===== src/hdl/etc2_pkg.sv =====
// shared types, tables and helpers for the etc2 block decoder
package etc2_pkg;

  typedef struct packed {
    logic [63:0] color_block;
    logic [63:0] alpha_block;
  } etc2_in_t;

  typedef struct packed {
    logic [7:0] red;
    logic [7:0] green;
    logic [7:0] blue;
    logic [7:0] alpha;
    logic [1:0] pixel_x;
    logic [1:0] pixel_y;
    logic       last_pixel;
  } etc2_out_t;

  typedef enum logic [2:0] {
    MODE_INDIV  = 3'd0,
    MODE_DIFF   = 3'd1,
    MODE_T      = 3'd2,
    MODE_H      = 3'd3,
    MODE_PLANAR = 3'd4
  } etc2_mode_t;

  localparam logic [1:0] FMT_RGB8  = 2'd0;
  localparam logic [1:0] FMT_PUNCH = 2'd1;
  localparam logic [1:0] FMT_RGBA8 = 2'd2;
  localparam logic [1:0] REG_FORMAT = 2'd0;

  // classified block, passed front to back
  typedef struct packed {
    etc2_mode_t  mode;
    logic        opaque;
    logic        flip;
    logic        eac;
    logic [2:0]  t0;
    logic [2:0]  t1;
    logic [23:0] b0;
    logic [23:0] b1;
    logic [23:0] b2;
    logic [6:0]  tdist;
    logic [31:0] idx;
    logic [63:0] alpha_block;
  } etc2_blk_t;

  function automatic logic [7:0] ext4(input logic [3:0] v);
    return {v, v};
  endfunction
  function automatic logic [7:0] ext5(input logic [4:0] v);
    return {v, v[4:2]};
  endfunction
  function automatic logic [7:0] ext6(input logic [5:0] v);
    return {v, v[5:4]};
  endfunction
  function automatic logic [7:0] ext7(input logic [6:0] v);
    return {v, v[6]};
  endfunction

  function automatic logic [7:0] clamp10(input logic signed [9:0] v);
    logic [7:0] r;
    if (v < 0) r = 8'd0;
    else if (v > 10'sd255) r = 8'd255;
    else r = v[7:0];
    return r;
  endfunction

  function automatic logic [6:0] dist_lut(input logic [2:0] i);
    logic [6:0] r;
    unique case (i)
      3'd0: r = 7'd3;
      3'd1: r = 7'd6;
      3'd2: r = 7'd11;
      3'd3: r = 7'd16;
      3'd4: r = 7'd23;
      3'd5: r = 7'd32;
      3'd6: r = 7'd41;
      default: r = 7'd64;
    endcase
    return r;
  endfunction

  // modifier magnitudes, small and large
  function automatic logic [7:0] mod_mag(input logic [2:0] t, input logic big);
    logic [7:0] r;
    unique case (t)
      3'd0: r = big ? 8'd8   : 8'd2;
      3'd1: r = big ? 8'd17  : 8'd5;
      3'd2: r = big ? 8'd29  : 8'd9;
      3'd3: r = big ? 8'd42  : 8'd13;
      3'd4: r = big ? 8'd60  : 8'd18;
      3'd5: r = big ? 8'd80  : 8'd24;
      3'd6: r = big ? 8'd106 : 8'd33;
      default: r = big ? 8'd183 : 8'd47;
    endcase
    return r;
  endfunction

  function automatic logic signed [4:0] alpha_lut(input logic [3:0] t, input logic [2:0] i);
    logic [31:0] row;
    logic [3:0]  m;
    unique case (t)
      4'd0:  row = 32'h369f_258e;
      4'd1:  row = 32'h37ad_269c;
      4'd2:  row = 32'h258d_147c;
      4'd3:  row = 32'h246d_135c;
      4'd4:  row = 32'h368c_257b;
      4'd5:  row = 32'h379b_268a;
      4'd6:  row = 32'h478b_367a;
      4'd7:  row = 32'h358b_247a;
      4'd8:  row = 32'h268a_1579;
      4'd9:  row = 32'h258a_1479;
      4'd10: row = 32'h248a_1379;
      4'd11: row = 32'h257a_1469;
      4'd12: row = 32'h347a_2369;
      4'd13: row = 32'h123a_0129;
      4'd14: row = 32'h4689_3578;
      default: row = 32'h3579_2468;
    endcase
    m = row[31 - 4 * i -: 4];
    return i[2] ? $signed({1'b0, m}) : -$signed({1'b0, m});
  endfunction

endpackage


===== src/hdl/etc2_front.sv =====
// front end: takes a block, finds its mode and base colours
module etc2_front (
  input  logic               clk,
  input  logic               rst,
  input  logic [1:0]         texture_format,
  input  logic               in_valid,
  output logic               in_stall,
  input  etc2_pkg::etc2_in_t in_data,
  output logic               blk_valid,
  input  logic               blk_stall,
  output etc2_pkg::etc2_blk_t blk_data
);
  import etc2_pkg::*;

  logic [63:0] c;
  logic pt, diff, ovf_r, ovf_g, ovf_b;
  logic signed [6:0] sr, sg, sb;
  etc2_blk_t blk;
  logic [23:0] p0, p1;

  assign c = in_data.color_block;
  assign pt = texture_format == FMT_PUNCH;
  assign diff = c[33];
  assign sr = $signed({2'b0, c[63:59]}) + $signed({{4{c[58]}}, c[58:56]});
  assign sg = $signed({2'b0, c[55:51]}) + $signed({{4{c[50]}}, c[50:48]});
  assign sb = $signed({2'b0, c[47:43]}) + $signed({{4{c[42]}}, c[42:40]});
  assign ovf_r = sr < 0 || sr > 7'sd31;
  assign ovf_g = sg < 0 || sg > 7'sd31;
  assign ovf_b = sb < 0 || sb > 7'sd31;
  assign p0 = {ext4(c[62:59]), ext4({c[58:56], c[52]}), ext4({c[51], c[49:47]})};
  assign p1 = {ext4(c[46:43]), ext4(c[42:39]), ext4(c[38:35])};

  // classify block
  always_comb begin
    blk = '0;
    blk.opaque = !pt || diff;
    blk.flip = c[32];
    blk.eac = texture_format == FMT_RGBA8;
    blk.t0 = c[39:37];
    blk.t1 = c[36:34];
    blk.idx = c[31:0];
    blk.alpha_block = in_data.alpha_block;
    if (!(diff || pt)) blk.mode = MODE_INDIV;
    else if (ovf_r) blk.mode = MODE_T;
    else if (ovf_g) blk.mode = MODE_H;
    else if (ovf_b) blk.mode = MODE_PLANAR;
    else blk.mode = MODE_DIFF;
    unique case (blk.mode)
      MODE_INDIV: begin
        blk.b0 = {ext4(c[63:60]), ext4(c[55:52]), ext4(c[47:44])};
        blk.b1 = {ext4(c[59:56]), ext4(c[51:48]), ext4(c[43:40])};
      end
      MODE_DIFF: begin
        blk.b0 = {ext5(c[63:59]), ext5(c[55:51]), ext5(c[47:43])};
        blk.b1 = {ext5(sr[4:0]), ext5(sg[4:0]), ext5(sb[4:0])};
      end
      MODE_T: begin
        blk.b0 = {ext4({c[60:59], c[57:56]}), ext4(c[55:52]), ext4(c[51:48])};
        blk.b1 = {ext4(c[47:44]), ext4(c[43:40]), ext4(c[39:36])};
        blk.tdist = dist_lut({c[35:34], c[32]});
      end
      MODE_H: begin
        blk.b0 = p0;
        blk.b1 = p1;
        blk.tdist = dist_lut({c[34], c[32], p0 >= p1});
      end
      default: begin
        blk.b0 = {ext6(c[62:57]), ext7({c[56], c[54:49]}),
                  ext6({c[48], c[44:43], c[41:39]})};
        blk.b1 = {ext6({c[38:34], c[32]}), ext7(c[31:25]), ext6(c[24:19])};
        blk.b2 = {ext6(c[18:13]), ext7(c[12:6]), ext6(c[5:0])};
      end
    endcase
  end

  // output register
  assign in_stall = blk_valid && blk_stall;
  always_ff @(posedge clk) begin
    if (rst) begin
      blk_valid <= 1'b0;
    end else if (!in_stall) begin
      blk_valid <= in_valid;
    end
    if (!in_stall && in_valid) begin
      blk_data <= blk;
    end
  end

endmodule


===== src/hdl/etc2_queue.sv =====
// two-entry queue of classified blocks between front and back
module etc2_queue (
  input  logic                clk,
  input  logic                rst,
  input  logic                wr_valid,
  output logic                wr_stall,
  input  etc2_pkg::etc2_blk_t wr_data,
  output logic                rd_valid,
  input  logic                rd_stall,
  output etc2_pkg::etc2_blk_t rd_data
);
  import etc2_pkg::*;

  etc2_blk_t mem [2];
  logic wp, rp;
  logic [1:0] count;
  logic do_wr, do_rd;

  assign wr_stall = count == 2'd2;
  assign rd_valid = count != 2'd0;
  assign rd_data = mem[rp];
  assign do_wr = wr_valid && !wr_stall;
  assign do_rd = rd_valid && !rd_stall;

  // storage and pointers
  always_ff @(posedge clk) begin
    if (rst) begin
      wp <= 1'b0;
      rp <= 1'b0;
      count <= 2'd0;
    end else begin
      if (do_wr) wp <= !wp;
      if (do_rd) rp <= !rp;
      count <= count + 2'(do_wr) - 2'(do_rd);
    end
    if (do_wr) mem[wp] <= wr_data;
  end

  a_count: assert property (@(posedge clk) disable iff (rst) count <= 2'd2)
    else $error("queue overfilled");
  a_wr: assert property (@(posedge clk) disable iff (rst)
    (do_wr && !do_rd) |=> count == $past(count) + 2'd1)
    else $error("queue count lost a write");

endmodule


===== src/hdl/etc2_back.sv =====
// back end: walks the sixteen pixels of a block, two stages
module etc2_back (
  input  logic                 clk,
  input  logic                 rst,
  input  logic                 blk_valid,
  output logic                 blk_stall,
  input  etc2_pkg::etc2_blk_t  blk_data,
  output logic                 out_valid,
  input  logic                 out_stall,
  output etc2_pkg::etc2_out_t  out_data
);
  import etc2_pkg::*;

  logic [3:0] k;
  logic [1:0] x, y, pi;
  logic [3:0] pos;
  logic adv, s1_valid, s1_en;
  logic sub;
  logic [2:0] ai;
  etc2_blk_t b;
  logic signed [9:0] comp [3];
  logic [7:0] rgb [3];
  logic [7:0] al;
  logic signed [8:0] m;
  logic signed [9:0] d;
  logic signed [10:0] asum;
  // stage one registers
  logic signed [11:0] ps0 [3];
  logic signed [8:0] ps1 [3];
  logic [7:0] s1_rgb [3];
  logic [7:0] s1_al;
  logic s1_planar;
  logic [1:0] s1_x, s1_y;
  logic s1_last;
  logic [7:0] ao [3], ah [3], av [3];
  logic signed [12:0] pl [3];

  assign b = blk_data;
  assign x = k[1:0];
  assign y = k[3:2];
  assign pos = {x, y};
  assign pi = {b.idx[5'({1'b1, pos})], b.idx[5'(pos)]};
  assign sub = b.flip ? y[1] : x[1];
  assign ai = b.alpha_block[6'(45 - 3 * pos) +: 3];
  assign d = $signed({3'b0, b.tdist});
  assign s1_en = !s1_valid || !out_valid || !out_stall;
  assign adv = blk_valid && s1_en;
  assign blk_stall = !(adv && k == 4'd15);

  // per pixel colour selection, planar terms prepared
  always_comb begin
    m = pi[1] ? -$signed({1'b0, mod_mag(sub ? b.t1 : b.t0, pi[0])})
              :  $signed({1'b0, mod_mag(sub ? b.t1 : b.t0, pi[0])});
    if (!b.opaque && !pi[0]) m = '0;
    for (int i = 0; i < 3; i++) begin
      ao[i] = b.b0[23 - 8 * i -: 8];
      ah[i] = b.b1[23 - 8 * i -: 8];
      av[i] = b.b2[23 - 8 * i -: 8];
      unique case (b.mode)
        MODE_T: begin
          unique case (pi)
            2'd0: comp[i] = $signed({2'b0, ao[i]});
            2'd1: comp[i] = $signed({2'b0, ah[i]}) + d;
            2'd2: comp[i] = $signed({2'b0, ah[i]});
            default: comp[i] = $signed({2'b0, ah[i]}) - d;
          endcase
        end
        MODE_H: begin
          unique case (pi)
            2'd0: comp[i] = $signed({2'b0, ao[i]}) + d;
            2'd1: comp[i] = $signed({2'b0, ao[i]}) - d;
            2'd2: comp[i] = $signed({2'b0, ah[i]}) + d;
            default: comp[i] = $signed({2'b0, ah[i]}) - d;
          endcase
        end
        default: comp[i] = $signed({2'b0, sub ? ah[i] : ao[i]}) + m;
      endcase
      rgb[i] = clamp10(comp[i]);
      if (!b.opaque && pi == 2'd2 && b.mode != MODE_PLANAR) rgb[i] = 8'd0;
    end
    asum = $signed({3'b0, b.alpha_block[63:56]})
         + 11'(alpha_lut(b.alpha_block[51:48], ai))
         * 11'($signed({1'b0, b.alpha_block[55:52]}));
    if (asum < 0) al = 8'd0;
    else if (asum > 11'sd255) al = 8'd255;
    else al = asum[7:0];
    if (!b.eac) al = (!b.opaque && pi == 2'd2 && b.mode != MODE_PLANAR) ? 8'd0 : 8'd255;
  end

  // stage one: pixel counter and registered partial results
  always_ff @(posedge clk) begin
    if (rst) begin
      k <= 4'd0;
      s1_valid <= 1'b0;
    end else if (s1_en) begin
      s1_valid <= blk_valid;
      if (blk_valid) k <= k + 4'd1;
    end
    if (adv) begin
      s1_planar <= b.mode == MODE_PLANAR;
      s1_x <= x;
      s1_y <= y;
      s1_last <= k == 4'd15;
      s1_al <= al;
      for (int i = 0; i < 3; i++) begin
        s1_rgb[i] <= rgb[i];
        ps0[i] <= $signed({10'b0, x}) * ($signed({4'b0, ah[i]}) - $signed({4'b0, ao[i]}))
                + $signed({2'b0, ao[i], 2'b10});
        ps1[i] <= $signed({1'b0, av[i]}) - $signed({1'b0, ao[i]});
      end
    end
  end

  // stage two: finish planar sum and register the result
  always_comb begin
    for (int i = 0; i < 3; i++) begin
      pl[i] = 13'(ps0[i]) + $signed({11'b0, s1_y}) * 13'(ps1[i]);
    end
  end

  always_ff @(posedge clk) begin
    if (rst) begin
      out_valid <= 1'b0;
    end else if (!out_valid || !out_stall) begin
      out_valid <= s1_valid;
    end
    if (s1_valid && (!out_valid || !out_stall)) begin
      out_data.red   <= s1_planar ? clamp10(10'(pl[0] >>> 2)) : s1_rgb[0];
      out_data.green <= s1_planar ? clamp10(10'(pl[1] >>> 2)) : s1_rgb[1];
      out_data.blue  <= s1_planar ? clamp10(10'(pl[2] >>> 2)) : s1_rgb[2];
      out_data.alpha <= s1_al;
      out_data.pixel_x <= s1_x;
      out_data.pixel_y <= s1_y;
      out_data.last_pixel <= s1_last;
    end
  end

  a_last: assert property (@(posedge clk) disable iff (rst)
    (out_valid && out_data.last_pixel) |-> out_data.pixel_x == 2'd3 && out_data.pixel_y == 2'd3)
    else $error("last pixel flagged off the tile corner");
  a_pop: assert property (@(posedge clk) disable iff (rst)
    (blk_valid && !blk_stall) |-> k == 4'd15)
    else $error("block released before sixteen pixels");

endmodule


===== src/hdl/etc2_texture_block_decoder_unit.sv =====
// top level of the etc2 texture block decoder
//  channel   direction  payload
//  in        input      color_block, alpha_block
//  out       output     red, green, blue, alpha, pixel_x, pixel_y, last_pixel
//  cfg       apb        texture_format at address 0
// one pixel per cycle while the output is not stalled, sixteen pixels per block, set by the back end pixel counter
// a block passes the front output register, the queue and both back end stages before its first pixel appears
// rst is synchronous and clears control state and texture_format
// the front stage and a two-entry queue keep accepting while the output is stalled, until both are full
module etc2_texture_block_decoder_unit (
  input  logic                clk,
  input  logic                rst,
  input  logic                psel,
  input  logic                penable,
  input  logic                pwrite,
  input  logic                paddr,
  input  logic [31:0]         pwdata,
  output logic [31:0]         prdata,
  output logic                pready,
  input  logic                in_valid,
  output logic                in_stall,
  input  etc2_pkg::etc2_in_t  in_data,
  output logic                out_valid,
  input  logic                out_stall,
  output etc2_pkg::etc2_out_t out_data
);
  import etc2_pkg::*;

  logic [1:0] texture_format;
  logic f_valid, f_stall, q_valid, q_stall;
  etc2_blk_t f_data, q_data;

  // configuration register, unused code 3 decodes as rgb8
  assign pready = 1'b1;
  assign prdata = (paddr == REG_FORMAT[0]) ? {30'b0, texture_format} : 32'b0;
  always_ff @(posedge clk) begin
    if (rst) begin
      texture_format <= FMT_RGB8;
    end else if (psel && penable && pwrite && paddr == REG_FORMAT[0]) begin
      texture_format <= pwdata[1:0];
    end
  end

  etc2_front u_front (
    .clk, .rst, .texture_format, .in_valid, .in_stall, .in_data,
    .blk_valid(f_valid), .blk_stall(f_stall), .blk_data(f_data)
  );

  etc2_queue u_queue (
    .clk, .rst, .wr_valid(f_valid), .wr_stall(f_stall), .wr_data(f_data),
    .rd_valid(q_valid), .rd_stall(q_stall), .rd_data(q_data)
  );

  etc2_back u_back (
    .clk, .rst, .blk_valid(q_valid), .blk_stall(q_stall), .blk_data(q_data),
    .out_valid, .out_stall, .out_data
  );

endmodule


===== config.mk =====
export PLATFORM = sky130hd
export DESIGN_NAME = etc2_texture_block_decoder_unit
export DESIGN_NICKNAME = d
export VERILOG_FILES = /design/src/hdl/etc2_pkg.sv /design/src/hdl/etc2_front.sv /design/src/hdl/etc2_queue.sv /design/src/hdl/etc2_back.sv /design/src/hdl/etc2_texture_block_decoder_unit.sv
export SDC_FILE = /design/constraint.sdc
export NUM_CORES = 2
export LEC_CHECK = 0
export BUFFER_PORTS_ARGS = -buffer_cell sky130_fd_sc_hd__buf_2
export CAP_MARGIN = 20
export CORE_MARGIN = 5
export CORE_UTILIZATION = 45
export CTS_BUF_LIST = sky130_fd_sc_hd__clkbuf_4 sky130_fd_sc_hd__clkbuf_8
export DETAILED_ROUTE_END_ITERATION = 16
export PLACE_DENSITY = 0.65
export SLEW_MARGIN = 25
export SYNTH_ARGS = -nofsm -noshare
export SYNTH_HDL_FRONTEND = slang
export SYNTH_SLANG_ARGS = --single-unit

===== constraint.sdc =====
create_clock -name clk -period 20.6 [get_ports clk]
set_clock_uncertainty 0.1 [all_clocks]
set_input_delay 0 -clock clk [delete_from_list [all_inputs] [get_ports clk]]
set_output_delay 0 -clock clk [all_outputs]
set_load 0.02 [all_outputs]

==> Implementation_results.wiki <==
{| class="wikitable"
! Metric !! Value
|-
| Last weighted congestion value of the routability-driven placer || 0.929
|-
| Antenna violations before repair || 8
|-
| Layout cell share with drive strength beyond 1 || 0.147
|-
| Worst path max stage delay || 0.84 ns
|-
| Most common library cell in the layout ignoring fill and taps || edfxtp_1
|-
| Flops & latches, synth || 698
|-
| CTS tree || built
|-
| Worst endpoint required time || 20.99 ns
|-
| Max VDD drop || 0.000117 V
|-
| Average vias per placed instance || 5.45
|-
| Async S/R FF share, synth || 0
|-
| Die area || 105000 um2
|-
| Run status || finished, final reports clean
|-
| Global-route wire length before repair || 175000 um
|-
| Worst reg-to-reg setup slack || 10.36 ns
|-
| Num CTS Buffers || 115
|-
| Buffers inserted during post-CTS setup optimization || 0
|-
| Clock slew at the register clock pins of the worst setup and hold paths || 0.06 ns
|-
| Part of the Yosys area used for sequential elements || 0.471
|-
| Post-route total power || 5.04 mW
|-
| Number of instances in the synthesized netlist || 3775
|-
| Instance area at placement || 46500 um2
|-
| Final Cycle Share || 0.497
|-
| Transition at the pin with the smallest max-transition slack || 1.02 ns
|-
| Type of the most critical hold path || in -> reg
|-
| Ys flop type || edfxtp_1
|-
| GR Overflow Total || 0
|-
| Residual antenna-violating net count after detailed routing || 0
|-
| Cell at the root of the clock tree || clkbuf_8
|-
| Via count of the first global-routing pass || 30165
|-
| Number of vias after detailed routing || 30758
|-
| Number of hold violations in the final report || 0
|-
| Y dimension of the die || 323 um
|-
| FF-to-FF End || u_back.s1_al[1]$_DFFE_PP_
|-
| Crit path launch type || flip-flop
|-
| Cell area after layout || 51500 um2
|-
| Clock latency of the later-clocked register in the worst-skew pair || 0.79 ns
|-
| Remaining DRCs || 0
|-
| Violation count after the first detailed-route iteration || 2583
|-
| Maximum number of pins on one net before global-route repair || 122
|-
| Cell with the largest stage delay on the worst path || dfxtp_1
|-
| Post-synth cell types || 105
|-
| Worst reg2reg path startpoint || u_back.k[3]$_SDFFE_PP0P_
|-
| Crit end category || flip-flop
|-
| Area growth, synth to finish || 16.5%
|-
| Floorplan core area || 98000 um2
|-
| Area share of the largest cell type after synthesis || 0.464
|-
| Cell Area, Synth || 44200 um2
|-
| Instance count after placement with tap cells included || 5166
|-
| Worst Setup Path Type || reg -> reg
|-
| Number of nets in the layout || 4866
|-
| Die boundary width || 323 um
|-
| PD cells || 97.9 nW/um2
|-
| Top post-synthesis cells by area || edfxtp_1, ha_1, fa_1
|-
| # setup viols final || 0
|-
| Final count of pins violating max slew || 0
|-
| Minimum clock period || 10.24 ns
|-
| Non-filler instance count after layout || 5643
|-
| DPL Wire Length || 80200 um
|-
| Total Wirelength || 113000 um
|-
| Worst Setup SP || u_back.k[3]$_SDFFE_PP0P_
|-
| Cell type with the highest occurrence count on the critical path || fa_1
|-
| Setup_tns || 0 ns
|-
| Arrival time worst endpoint || 10.62 ns
|-
| Unrepaired setup endpoints after global routing || false
|-
| Number of synthesized flops with an enable pin || 684
|-
| Mean post-synth cell area || 11.7 um2
|-
| Number of input and output port buffers inserted || 178
|-
| Destination of the critical timing path || u_back.s1_al[1]$_DFFE_PP_
|-
| Worst R2R Path Depth || 34
|-
| Rows || 115
|-
| Synth warnings || 0
|-
| Starting density of the core || 0.451
|-
| Total Routing Usage GR || 0.215
|-
| Count of H-tree levels built during CTS || 3
|-
| Max capacitance violation total || 0
|-
| Wire length per cell || 20.1 um
|-
| Leakage power || 20.8 nW
|-
| Tightest slew margin relative to the limit || 0.304
|-
| Critical path fanouts, max || 40
|-
| Top cell type by total area after synthesis || edfxtp_1
|-
| Count of clock tree sinks || 698
|-
| Max Freq || 97.7 MHz
|-
| I/O pin count || 240
|-
| Leading cell types in the layout, fill and taps excluded || edfxtp_1, inv_1, ha_1
|-
| Count of TritonRoute iterations in the first routing pass || 7
|-
| CTS max path bufs || 3
|}
-- power breakdown --
part	leakage (nW)	total, mW	switching (mW)	internal (mW)
Combinational	13.0	2.03	1.18	0.846
Clock	1.27	1.26	0.576	0.680
Sequential	6.53	1.76	0.0395	1.72
Total	20.8	5.04	1.80	3.25
-- layer usage --
layer	vias up	routed length, um	GRT usage
met1	14836	51400	0.306
li1	14677	-	-
met3	200	6650	0.0289
met4	2	2870	0.0620
met2	1043	52500	0.347
met5	-	13	0
-- cells in the mapped netlist (79+ instances only) --
| library cell | instances |
|---|---|
| fa_1 | 99 |
| inv_1 | 443 |
| and2_1 | 107 |
| edfxtp_1 | 684 |
| a21o_1 | 79 |
| nor2_1 | 228 |
| xnor2_1 | 111 |
| mux2i_1 | 84 |
| ha_1 | 342 |
| o21ai_0 | 158 |
| nand2_1 | 175 |
| a21oi_1 | 243 |
-- flip-flops by register name, summed over array words and instances (netlist names), 2 cells and up, named ones only --
| signal | cells |
|---|---|
| u_queue.count | 2 |
| u_front.blk_data | 182 |
| u_queue.mem | 364 |
| u_back.out_data | 37 |
| u_back.ps0 | 36 |
| u_back.s1_x | 2 |
| u_back.s1_y | 2 |
| u_back.s1_al | 8 |
| u_back.ps1 | 27 |
| texture_format | 2 |
| u_back.k | 4 |
| u_back.s1_rgb | 24 |
-- worst max-delay path, delay by kind of cell, from the launching register on --
family | cells | cell delay (ns)
AOI/OAI and AO/OA | 14 | 2.60
xor gates and xnor gates | 1 | 0.09
adders and majority gates | 7 | 2.85
buffers and inverters | 5 | 1.22
DFF | 1 | 0.84
muxes | 2 | 0.74
and+or+nand+nor | 5 | 1.43
-- logic make-up (layout without fill, tap and decap cells) --
| family | after synthesis | in the layout | synth area share |
|---|---|---|---|
| AND/OR/NAND/NOR | 778 | 778 | 0.0869 |
| other | 2 | 35 | 0.000170 |
| flip-flops | 698 | 698 | 0.471 |
| multiplexers | 224 | 224 | 0.0796 |
| adder cells (fa/ha/maj) | 441 | 441 | 0.142 |
| buffers and inverters | 619 | 1167 | 0.0607 |
| XOR/XNOR | 176 | 176 | 0.0349 |
| AO/OA/AOI/OAI | 837 | 837 | 0.125 |
-- through the flow --
step	setup slack, ns	hold WS, ns	util
floorplan	11.15	-0.0309	-
global placement	10.49	0.0775	0.474
detailed placement	10.43	0.0781	0.474
CTS	10.40	0.0121	0.525
global route	9.62	0.0450	0.526
finish	10.36	0.0882	0.526
-- final cells by class --
cell class              instances  area (um2)
multi-input cells            2487       20900
repair buffers                507        4030
diodes                          4        10.0
well taps                    1287        1610
clock inverters                65         579
clock buffers                 147        1830
fillers                      8405       46500
inverters                     448        1680
flip-flops and latches        698       20800
-- worst min path at each step --
stage,depth (start not counted),start,endpoint
after floorplan,1,rst,u_back.s1_valid$_SDFFE_PP0N_
after global placement,1,in_data[60],u_front.blk_data[60]$_DFFE_PP_
after detailed placement,1,in_data[34],u_front.blk_data[34]$_DFFE_PP_
after CTS,3,in_data[74],u_front.blk_data[116]$_SDFFCE_PP0P_
after global routing,3,in_data[70],u_front.blk_data[112]$_SDFFCE_PP0P_
final,3,in_data[70],u_front.blk_data[112]$_SDFFCE_PP0P_
-- what timing repair did --
| action | 4_1_cts | 5_1_grt |
|---|---|---|
| hold buffers | 261 | 0 |
| gates resized for setup | 0 | 0 |
| hold endpoints to repair | 273 | 0 |
Power figures use the tool's default switching activity.
